**src/rtl/s2a_pkg.sv**
```systemverilog
// shared types, constants and the set 1 key table for the scan code to ascii queue
// no dependencies
package s2a_pkg;

  localparam int unsigned FifoDepthDefault = 256;
  localparam int unsigned CodeW            = 8;
  localparam int unsigned CharW            = 7;

  localparam logic [CodeW-1:0] ReleaseBit = 8'h80;
  localparam logic [CodeW-1:0] MapSize    = 8'd58;

  typedef logic [CodeW-1:0] code_t;
  typedef logic [CharW-1:0] char_t;

  typedef enum logic {
    MODE_SCAN = 1'b0,
    MODE_READ = 1'b1
  } mode_e;

  typedef enum logic {
    ST_IDLE,
    ST_READ
  } state_e;

  typedef struct packed {
    logic  we;
    logic  re;
    char_t wdata;
  } ram_req_t;

  function automatic char_t key_map(input code_t code);
    char_t ch;
    ch = '0;
    if (((code & ReleaseBit) == '0) && (code < MapSize)) begin
      case (code)
        8'd2:  ch = 7'h31;
        8'd3:  ch = 7'h32;
        8'd4:  ch = 7'h33;
        8'd5:  ch = 7'h34;
        8'd6:  ch = 7'h35;
        8'd7:  ch = 7'h36;
        8'd8:  ch = 7'h37;
        8'd9:  ch = 7'h38;
        8'd10: ch = 7'h39;
        8'd11: ch = 7'h30;
        8'd12: ch = 7'h2d;
        8'd13: ch = 7'h3d;
        8'd14: ch = 7'h08;
        8'd15: ch = 7'h09;
        8'd16: ch = 7'h71;
        8'd17: ch = 7'h77;
        8'd18: ch = 7'h65;
        8'd19: ch = 7'h72;
        8'd20: ch = 7'h74;
        8'd21: ch = 7'h79;
        8'd22: ch = 7'h75;
        8'd23: ch = 7'h69;
        8'd24: ch = 7'h6f;
        8'd25: ch = 7'h70;
        8'd26: ch = 7'h5b;
        8'd27: ch = 7'h5d;
        8'd28: ch = 7'h0a;
        8'd30: ch = 7'h61;
        8'd31: ch = 7'h73;
        8'd32: ch = 7'h64;
        8'd33: ch = 7'h66;
        8'd34: ch = 7'h67;
        8'd35: ch = 7'h68;
        8'd36: ch = 7'h6a;
        8'd37: ch = 7'h6b;
        8'd38: ch = 7'h6c;
        8'd39: ch = 7'h3b;
        8'd40: ch = 7'h27;
        8'd41: ch = 7'h60;
        8'd43: ch = 7'h5c;
        8'd44: ch = 7'h7a;
        8'd45: ch = 7'h78;
        8'd46: ch = 7'h63;
        8'd47: ch = 7'h76;
        8'd48: ch = 7'h62;
        8'd49: ch = 7'h6e;
        8'd50: ch = 7'h6d;
        8'd51: ch = 7'h2c;
        8'd52: ch = 7'h2e;
        8'd53: ch = 7'h2f;
        8'd55: ch = 7'h2a;
        8'd57: ch = 7'h20;
        default: ch = '0;
      endcase
    end
    return ch;
  endfunction

endpackage

```
**src/rtl/s2a_if.sv**
```systemverilog
// valid/ready channel interfaces for input words and result words
// depends on s2a_pkg
interface s2a_in_if;
  logic             valid;
  logic             ready;
  logic             mode;
  s2a_pkg::code_t   scan_code;

  modport source (output valid, output mode, output scan_code, input ready);
  modport sink   (input valid, input mode, input scan_code, output ready);
endinterface

interface s2a_out_if;
  logic             valid;
  logic             ready;
  s2a_pkg::char_t   read_char;
  logic             char_valid;
  logic             chars_available;

  modport source (output valid, output read_char, output char_valid,
                  output chars_available, input ready);
  modport sink   (input valid, input read_char, input char_valid,
                  input chars_available, output ready);
endinterface

```
**src/rtl/scancode_to_ascii_fifo.sv**
```systemverilog
// top level of the scan code to ascii character queue
// depends on s2a_pkg, s2a_if, s2a_char_ram, s2a_ctrl
//
//   channel  dir  fields                                   accepted when
//   in_i     in   mode, scan_code                          valid && ready
//   out_o    out  read_char, char_valid, chars_available   valid && ready
//
// a scan code word or a read of an empty queue loads the result register directly; a
// read that pops a character passes through ST_READ, as the store's read data is registered
// reset clears pointers, fill count and the result valid flag; no clearing pass
// the store itself has no reset, only written entries are ever read
// a new word is taken while the result register is empty or being drained
// and no popped character is being fetched from the store
module scancode_to_ascii_fifo #(
  parameter int unsigned FIFO_DEPTH = s2a_pkg::FifoDepthDefault
) (
  input  logic      clk_i,
  input  logic      rst_ni,
  s2a_in_if.sink    in_i,
  s2a_out_if.source out_o
);
  import s2a_pkg::*;

  localparam int unsigned AW = $clog2(FIFO_DEPTH);

  ram_req_t      ram_req;
  logic [AW-1:0] waddr, raddr;
  char_t         rdata;

  s2a_ctrl #(
    .FIFO_DEPTH (FIFO_DEPTH)
  ) u_ctrl (
    .clk_i     (clk_i),
    .rst_ni    (rst_ni),
    .in_i      (in_i),
    .out_o     (out_o),
    .ram_req_o (ram_req),
    .waddr_o   (waddr),
    .raddr_o   (raddr),
    .rdata_i   (rdata)
  );

  s2a_char_ram #(
    .FIFO_DEPTH (FIFO_DEPTH)
  ) u_ram (
    .clk_i   (clk_i),
    .req_i   (ram_req),
    .waddr_i (waddr),
    .raddr_i (raddr),
    .rdata_o (rdata)
  );

endmodule

```
**src/rtl/s2a_char_ram.sv**
```systemverilog
// character store: one write port, one read port, registered read data
// depends on s2a_pkg
module s2a_char_ram #(
  parameter int unsigned FIFO_DEPTH = s2a_pkg::FifoDepthDefault,
  parameter int unsigned AW         = $clog2(FIFO_DEPTH)
) (
  input  logic              clk_i,
  input  s2a_pkg::ram_req_t req_i,
  input  logic [AW-1:0]     waddr_i,
  input  logic [AW-1:0]     raddr_i,
  output s2a_pkg::char_t    rdata_o
);
  import s2a_pkg::*;

  char_t mem_q [FIFO_DEPTH];
  char_t rdata_q;

  always_ff @(posedge clk_i) begin
    if (req_i.we) begin
      mem_q[waddr_i] <= req_i.wdata;
    end
  end

  always_ff @(posedge clk_i) begin
    if (req_i.re) begin
      rdata_q <= mem_q[raddr_i];
    end
  end

  assign rdata_o = rdata_q;

endmodule

```
**src/rtl/s2a_ctrl.sv**
```systemverilog
// queue control: key lookup, pointers, fill count, read sequencing, result register
// depends on s2a_pkg and s2a_if
module s2a_ctrl #(
  parameter int unsigned FIFO_DEPTH = s2a_pkg::FifoDepthDefault,
  parameter int unsigned AW         = $clog2(FIFO_DEPTH),
  parameter int unsigned CW         = $clog2(FIFO_DEPTH + 1)
) (
  input  logic              clk_i,
  input  logic              rst_ni,
  s2a_in_if.sink            in_i,
  s2a_out_if.source         out_o,
  output s2a_pkg::ram_req_t ram_req_o,
  output logic [AW-1:0]     waddr_o,
  output logic [AW-1:0]     raddr_o,
  input  s2a_pkg::char_t    rdata_i
);
  import s2a_pkg::*;

  localparam logic [AW-1:0] LastIdx = AW'(FIFO_DEPTH - 1);
  localparam logic [CW-1:0] Full    = CW'(FIFO_DEPTH);

  state_e        state_q, state_d;
  logic [AW-1:0] wptr_q, wptr_d;
  logic [AW-1:0] rptr_q, rptr_d;
  logic [CW-1:0] count_q, count_d;
  logic          ovalid_q, ovalid_d;
  char_t         ochar_q, ochar_d;
  logic          ocv_q, ocv_d;
  logic          oavail_q, oavail_d;

  logic  out_free, accept, push, pop;
  char_t mapped;

  assign out_free = !ovalid_q || out_o.ready;
  assign mapped   = key_map(in_i.scan_code);

  always_comb begin
    state_d  = state_q;
    wptr_d   = wptr_q;
    rptr_d   = rptr_q;
    count_d  = count_q;
    ovalid_d = ovalid_q && !out_o.ready;
    ochar_d  = ochar_q;
    ocv_d    = ocv_q;
    oavail_d = oavail_q;
    in_i.ready = 1'b0;
    accept   = 1'b0;
    push     = 1'b0;
    pop      = 1'b0;
    case (state_q)
      ST_IDLE: begin
        in_i.ready = out_free;
        accept = in_i.valid && out_free;
        push = accept && (in_i.mode == MODE_SCAN) && (mapped != '0) && (count_q != Full);
        pop  = accept && (in_i.mode == MODE_READ) && (count_q != '0);
        if (push) begin
          wptr_d  = (wptr_q == LastIdx) ? '0 : wptr_q + 1'b1;
          count_d = count_q + 1'b1;
        end
        if (pop) begin
          rptr_d  = (rptr_q == LastIdx) ? '0 : rptr_q + 1'b1;
          count_d = count_q - 1'b1;
          state_d = ST_READ;
        end else if (accept) begin
          ovalid_d = 1'b1;
          ochar_d  = '0;
          ocv_d    = 1'b0;
          oavail_d = (count_d != '0);
        end
      end
      ST_READ: begin
        if (out_free) begin
          ovalid_d = 1'b1;
          ochar_d  = rdata_i;
          ocv_d    = 1'b1;
          oavail_d = (count_q != '0);
          state_d  = ST_IDLE;
        end
      end
      default: state_d = ST_IDLE;
    endcase
  end

  always_ff @(posedge clk_i or negedge rst_ni) begin
    if (!rst_ni) begin
      state_q  <= ST_IDLE;
      wptr_q   <= '0;
      rptr_q   <= '0;
      count_q  <= '0;
      ovalid_q <= 1'b0;
    end else begin
      state_q  <= state_d;
      wptr_q   <= wptr_d;
      rptr_q   <= rptr_d;
      count_q  <= count_d;
      ovalid_q <= ovalid_d;
    end
  end

  always_ff @(posedge clk_i) begin
    ochar_q  <= ochar_d;
    ocv_q    <= ocv_d;
    oavail_q <= oavail_d;
  end

  assign ram_req_o.we    = push;
  assign ram_req_o.re    = pop;
  assign ram_req_o.wdata = mapped;
  assign waddr_o         = wptr_q;
  assign raddr_o         = rptr_q;

  assign out_o.valid           = ovalid_q;
  assign out_o.read_char       = ochar_q;
  assign out_o.char_valid      = ocv_q;
  assign out_o.chars_available = oavail_q;

endmodule
```
**src/flat_wrapper.sv**
```systemverilog
// flat-port wrapper written by rule: the top's interface ports become plain ports
module scancode_to_ascii_fifo_flat import s2a_pkg::*;
#(
  parameter int unsigned FIFO_DEPTH = s2a_pkg::FifoDepthDefault
)
  (clk_i, rst_ni, in_i_valid, in_i_mode, in_i_scan_code, in_i_ready, out_o_valid, out_o_read_char, out_o_char_valid, out_o_chars_available, out_o_ready);
  s2a_in_if in_i_i ();
  s2a_out_if out_o_i ();
  input  logic clk_i;
  input  logic rst_ni;
  input wire logic [$bits(in_i_i.valid)-1:0] in_i_valid;
  input wire logic [$bits(in_i_i.mode)-1:0] in_i_mode;
  input wire logic [$bits(in_i_i.scan_code)-1:0] in_i_scan_code;
  output wire logic [$bits(in_i_i.ready)-1:0] in_i_ready;
  output wire logic [$bits(out_o_i.valid)-1:0] out_o_valid;
  output wire logic [$bits(out_o_i.read_char)-1:0] out_o_read_char;
  output wire logic [$bits(out_o_i.char_valid)-1:0] out_o_char_valid;
  output wire logic [$bits(out_o_i.chars_available)-1:0] out_o_chars_available;
  input wire logic [$bits(out_o_i.ready)-1:0] out_o_ready;
  assign in_i_i.valid = in_i_valid;
  assign in_i_i.mode = in_i_mode;
  assign in_i_i.scan_code = in_i_scan_code;
  assign in_i_ready = in_i_i.ready;
  assign out_o_valid = out_o_i.valid;
  assign out_o_read_char = out_o_i.read_char;
  assign out_o_char_valid = out_o_i.char_valid;
  assign out_o_chars_available = out_o_i.chars_available;
  assign out_o_i.ready = out_o_ready;
  scancode_to_ascii_fifo #(.FIFO_DEPTH(FIFO_DEPTH)) u_core (.clk_i(clk_i), .rst_ni(rst_ni), .in_i(in_i_i), .out_o(out_o_i));
endmodule
```
**config.mk**
```make
export PLATFORM = sky130hd
export DESIGN_NAME = scancode_to_ascii_fifo_flat
export DESIGN_NICKNAME = d
export VERILOG_FILES = /design/src/rtl/s2a_pkg.sv /design/src/rtl/s2a_if.sv /design/src/rtl/scancode_to_ascii_fifo.sv /design/src/rtl/s2a_char_ram.sv /design/src/rtl/s2a_ctrl.sv /design/src/flat_wrapper.sv
export SDC_FILE = /design/constraint.sdc
export NUM_CORES = 2
export LEC_CHECK = 0
export BUFFER_PORTS_ARGS = -buffer_cell sky130_fd_sc_hd__buf_4
export CORE_MARGIN = 2
export CORE_UTILIZATION = 45
export CTS_BUF_LIST = sky130_fd_sc_hd__clkbuf_16
export DETAILED_ROUTE_END_ITERATION = 10
export HOLD_SLACK_MARGIN = 0.02
export SLEW_MARGIN = 20
export SYNTH_ARGS = -nofsm -noshare
export SYNTH_HDL_FRONTEND = slang
export SYNTH_SLANG_ARGS = --single-unit
```
**constraint.sdc**
```tcl
create_clock -name clk_i -period 4.6 [get_ports clk_i]
set_input_delay 0.23 -clock clk_i [delete_from_list [all_inputs] [get_ports clk_i]]
set_output_delay 0.23 -clock clk_i [all_outputs]
set_load 0.1 [all_outputs]
```
==> impl_results.md <==
- Status: finished clean
- Final setup violating endpoints: 0
- Post-synthesis cell count: 3201
- Gr ovfl total: 0
- Post-synth EDFFs: 1808
- Syn Nets: 3233
- IO Count: 24
- Clk_lat worst skew: 0.82 ns
- Worst setup SP type: register
- Worst Hold Class: input port to register
- Final ANT Viol Nets: 0
- All-layer global routing usage: 21.3%
- HPWL Detailed: 102 mm
- Synthesized area: 72100 um2
- Vias in the first global route: 34332
- Most frequent cells in the layout: 1808 x edfxtp_1, 593 x mux4_2, 183 x clkbuf_16
- Core area: 159000 um2
- Main synth FF type: edfxtp_1
- Final Cycle Share: 87.0%
- Mean Syn Cell Area: 22.5 um2
- Slew @ Worst Pin: 1.09 ns
- DRT iter0 DRCs: 4022
- Non-filler cells, final: 5540
- Critical-path maximum fanout: 16
- Worst-path clk slew: 0.06 ns
- Layout cell share with drive strength beyond 1: 33.8%
- Global-route wire length before repair: 251 mm
- Hold path cells: 3
- Clock buffer depth: 3
- # nets final: 3351
- Vias after detailed routing: 33736
- Leak pwr: 23.5 nW
- R2R cell count: 8
- Die ar.: 164000 um2
- Routability congestion estimate from global placement: 0.826
- Multiplexer share of the synthesized area: 18.7%
- Clk sinks: 1835
- Worst vdd ir: 0.447 mV
- CTS root buffer: clkbuf_16
- CTS tree: yes
- Synth warn: 0
- Nature of the critical path endpoint: register
- Post_cts resized: 0
- XOR/XNOR share of the synthesized area: 0.231%
- Synth Area in Simple Gates: 2.49%
- Min cycle time layout: 4.00 ns
- Pre-antenna DRT Iters: 8
- Adder-cell share of the synthesized area: 0.330%
- Worst setup margin: 0.598 ns
- Die X: 404 um
- Vias per cell: 6.09
- Worst EP arrival: 4.45 ns
- CTS buffer count: 182
- # rows: 146
- Layout Skew: 0.0247 ns
- WS Path Type: register to register
- Largest net degree at the start of global routing: 191
- RSZ-0062 raised after global routing: no
- Maxcap violations: 0
- Max-slew violation count: 0
- IO buf count: 23
- Dpl cells: 5200
- Most common cell after layout, fill and taps aside: edfxtp_1
- Drt drc: 0
- Distinct cells, synth: 62
- Area delta synth->final: 13.9%
- H-tree Lvls: 4
- Die height: 404 um
- WP data required: 5.05 ns
- Post-synth ARST share: 1.47%
- Worst slack, placed: 0.109 ns
- Largest family of logic cells by synthesized area: multiplexers
- Number of hold violations in the final report: 0
- Avg WL per Cell: 31.0 um
- Power density cells: 540 nW/um2
- Slew Limit Headroom: 27.3%
- Fmax: 250 MHz
- Flops & latches, synth: 1835
- Synth Area in Compound Gates: 0.853%
- Initial core utilization: 45.4%
- Setup TNS Final: 0 ns
- Seq/Total Area, Yosys: 76.2%
- Initial antenna violation count: 1
- Routed WL: 172 mm
==> critical path, cell delays in order (launching register included) <==
cell,delay (ns)
dfrtp_1,0.48
inv_1,0.10
ha_1,0.21
and3_1,0.19
a21oi_1,0.35
o21ai_2,0.20
nor2_4,0.51
nand3_1,0.78
nor2_1,0.78
==> registers in the layout, indices dropped and copies added, names as in the netlist, 7 cells and up <==
| register | count |
|---|---|
| u_core.u_ctrl.raddr_o | 8 |
| u_core.u_ram.mem_q | 1792 |
| u_core.u_ctrl.waddr_o | 8 |
| u_core.u_ram.rdata_o | 7 |
| u_core.u_ctrl.out_o.read_char | 7 |
| u_core.u_ctrl.count_q | 9 |
==> kinds of logic after synthesis <==
family          after synthesis
simple gates                423
mux                         605
xor+xnor                     19
buf+inv                     208
flops                      1835
fa+ha+maj                    19
compound gates               92
==> per-layer routing <==
metal	wire length (um)	vias to the layer above	GRT usage, %
li1	-	13752	-
met1	71700	18284	30.3
met2	85000	1447	34.5
met3	11200	253	3.56
met4	4050	0	5.76
met5	0	-	0
==> cell type report <==
class / instances / area, um2
Multi-Input combinational cell: 1158 / 17300
Inverter: 16 / 72.6
Clock buffer: 183 / 4580
Tap cell: 2072 / 2590
Antenna cell: 1 / 2.50
Clock inverter: 149 / 1290
Sequential cell: 1835 / 55000
Fill cell: 11986 / 76600
Timing Repair Buffer: 126 / 1340
==> cell usage after synthesis (6+ instances only) <==
master / instances / share of area (%)
a211oi_1: 7 / 0.073
a21oi_1: 20 / 0.14
and2_1: 7 / 0.061
buf_1: 38 / 0.20
buf_2: 60 / 0.42
clkbuf_1: 89 / 0.46
dfrtp_1: 27 / 0.94
edfxtp_1: 1808 / 75
ha_1: 19 / 0.33
inv_1: 14 / 0.073
mux2i_1: 9 / 0.12
mux4_2: 593 / 19
nand2_1: 54 / 0.28
nand2b_1: 6 / 0.052
nand3_1: 15 / 0.10
nor2_1: 289 / 1.5
nor2b_1: 12 / 0.10
nor3_1: 7 / 0.049
o21ai_0: 25 / 0.17
xnor2_1: 11 / 0.13
xor2_1: 8 / 0.097
==> path summary, 6_finish.rpt <==
path / slack (ns) / start / end
max in group asynchronous: 3.96 / rst_ni / u_core.u_ctrl.raddr_o[2]
min reg2reg: 0.51 / u_core.u_ctrl.count_q[7] / u_core.u_ctrl.count_q[7]
max reg2reg: 0.60 / u_core.u_ctrl.count_q[1] / u_core.u_ram.mem_q[1][4]
min: 0.26 / in_i_scan_code[5] / u_core.u_ram.mem_q[18][5]
min in group asynchronous: 0.42 / rst_ni / u_core.u_ctrl.count_q[5]
max: 0.60 / u_core.u_ctrl.count_q[1] / u_core.u_ram.mem_q[1][4]
==> stage by stage <==
step           util (%)  cell area, um2  hold slack (ns)  power [mW]
3_5_place_dp       48.0           76200            0.187        30.3
3_3_place_gp       48.0           76200            0.179        30.2
5_1_grt            51.7           82100            0.266        45.8
2_1_floorplan         -           73200          -0.0656        26.4
4_1_cts            51.7           82100            0.175        44.8
6_report           51.7           82100            0.259        44.3
==> report_power, final <==
part           switching [mW]  total, mW  internal [mW]
sequential              0.404       18.9           18.5
combinational            5.86       10.9           5.00
clock                    6.27       14.5           8.27
==> repair_timing <==
action	4_1_cts	5_1_grt
endpoints found under the hold margin	40	0
buffers inserted	0	0
setup endpoints to repair	0	0
hold buffers	7	0
Note: power is estimated with default switching activity, not from simulation.
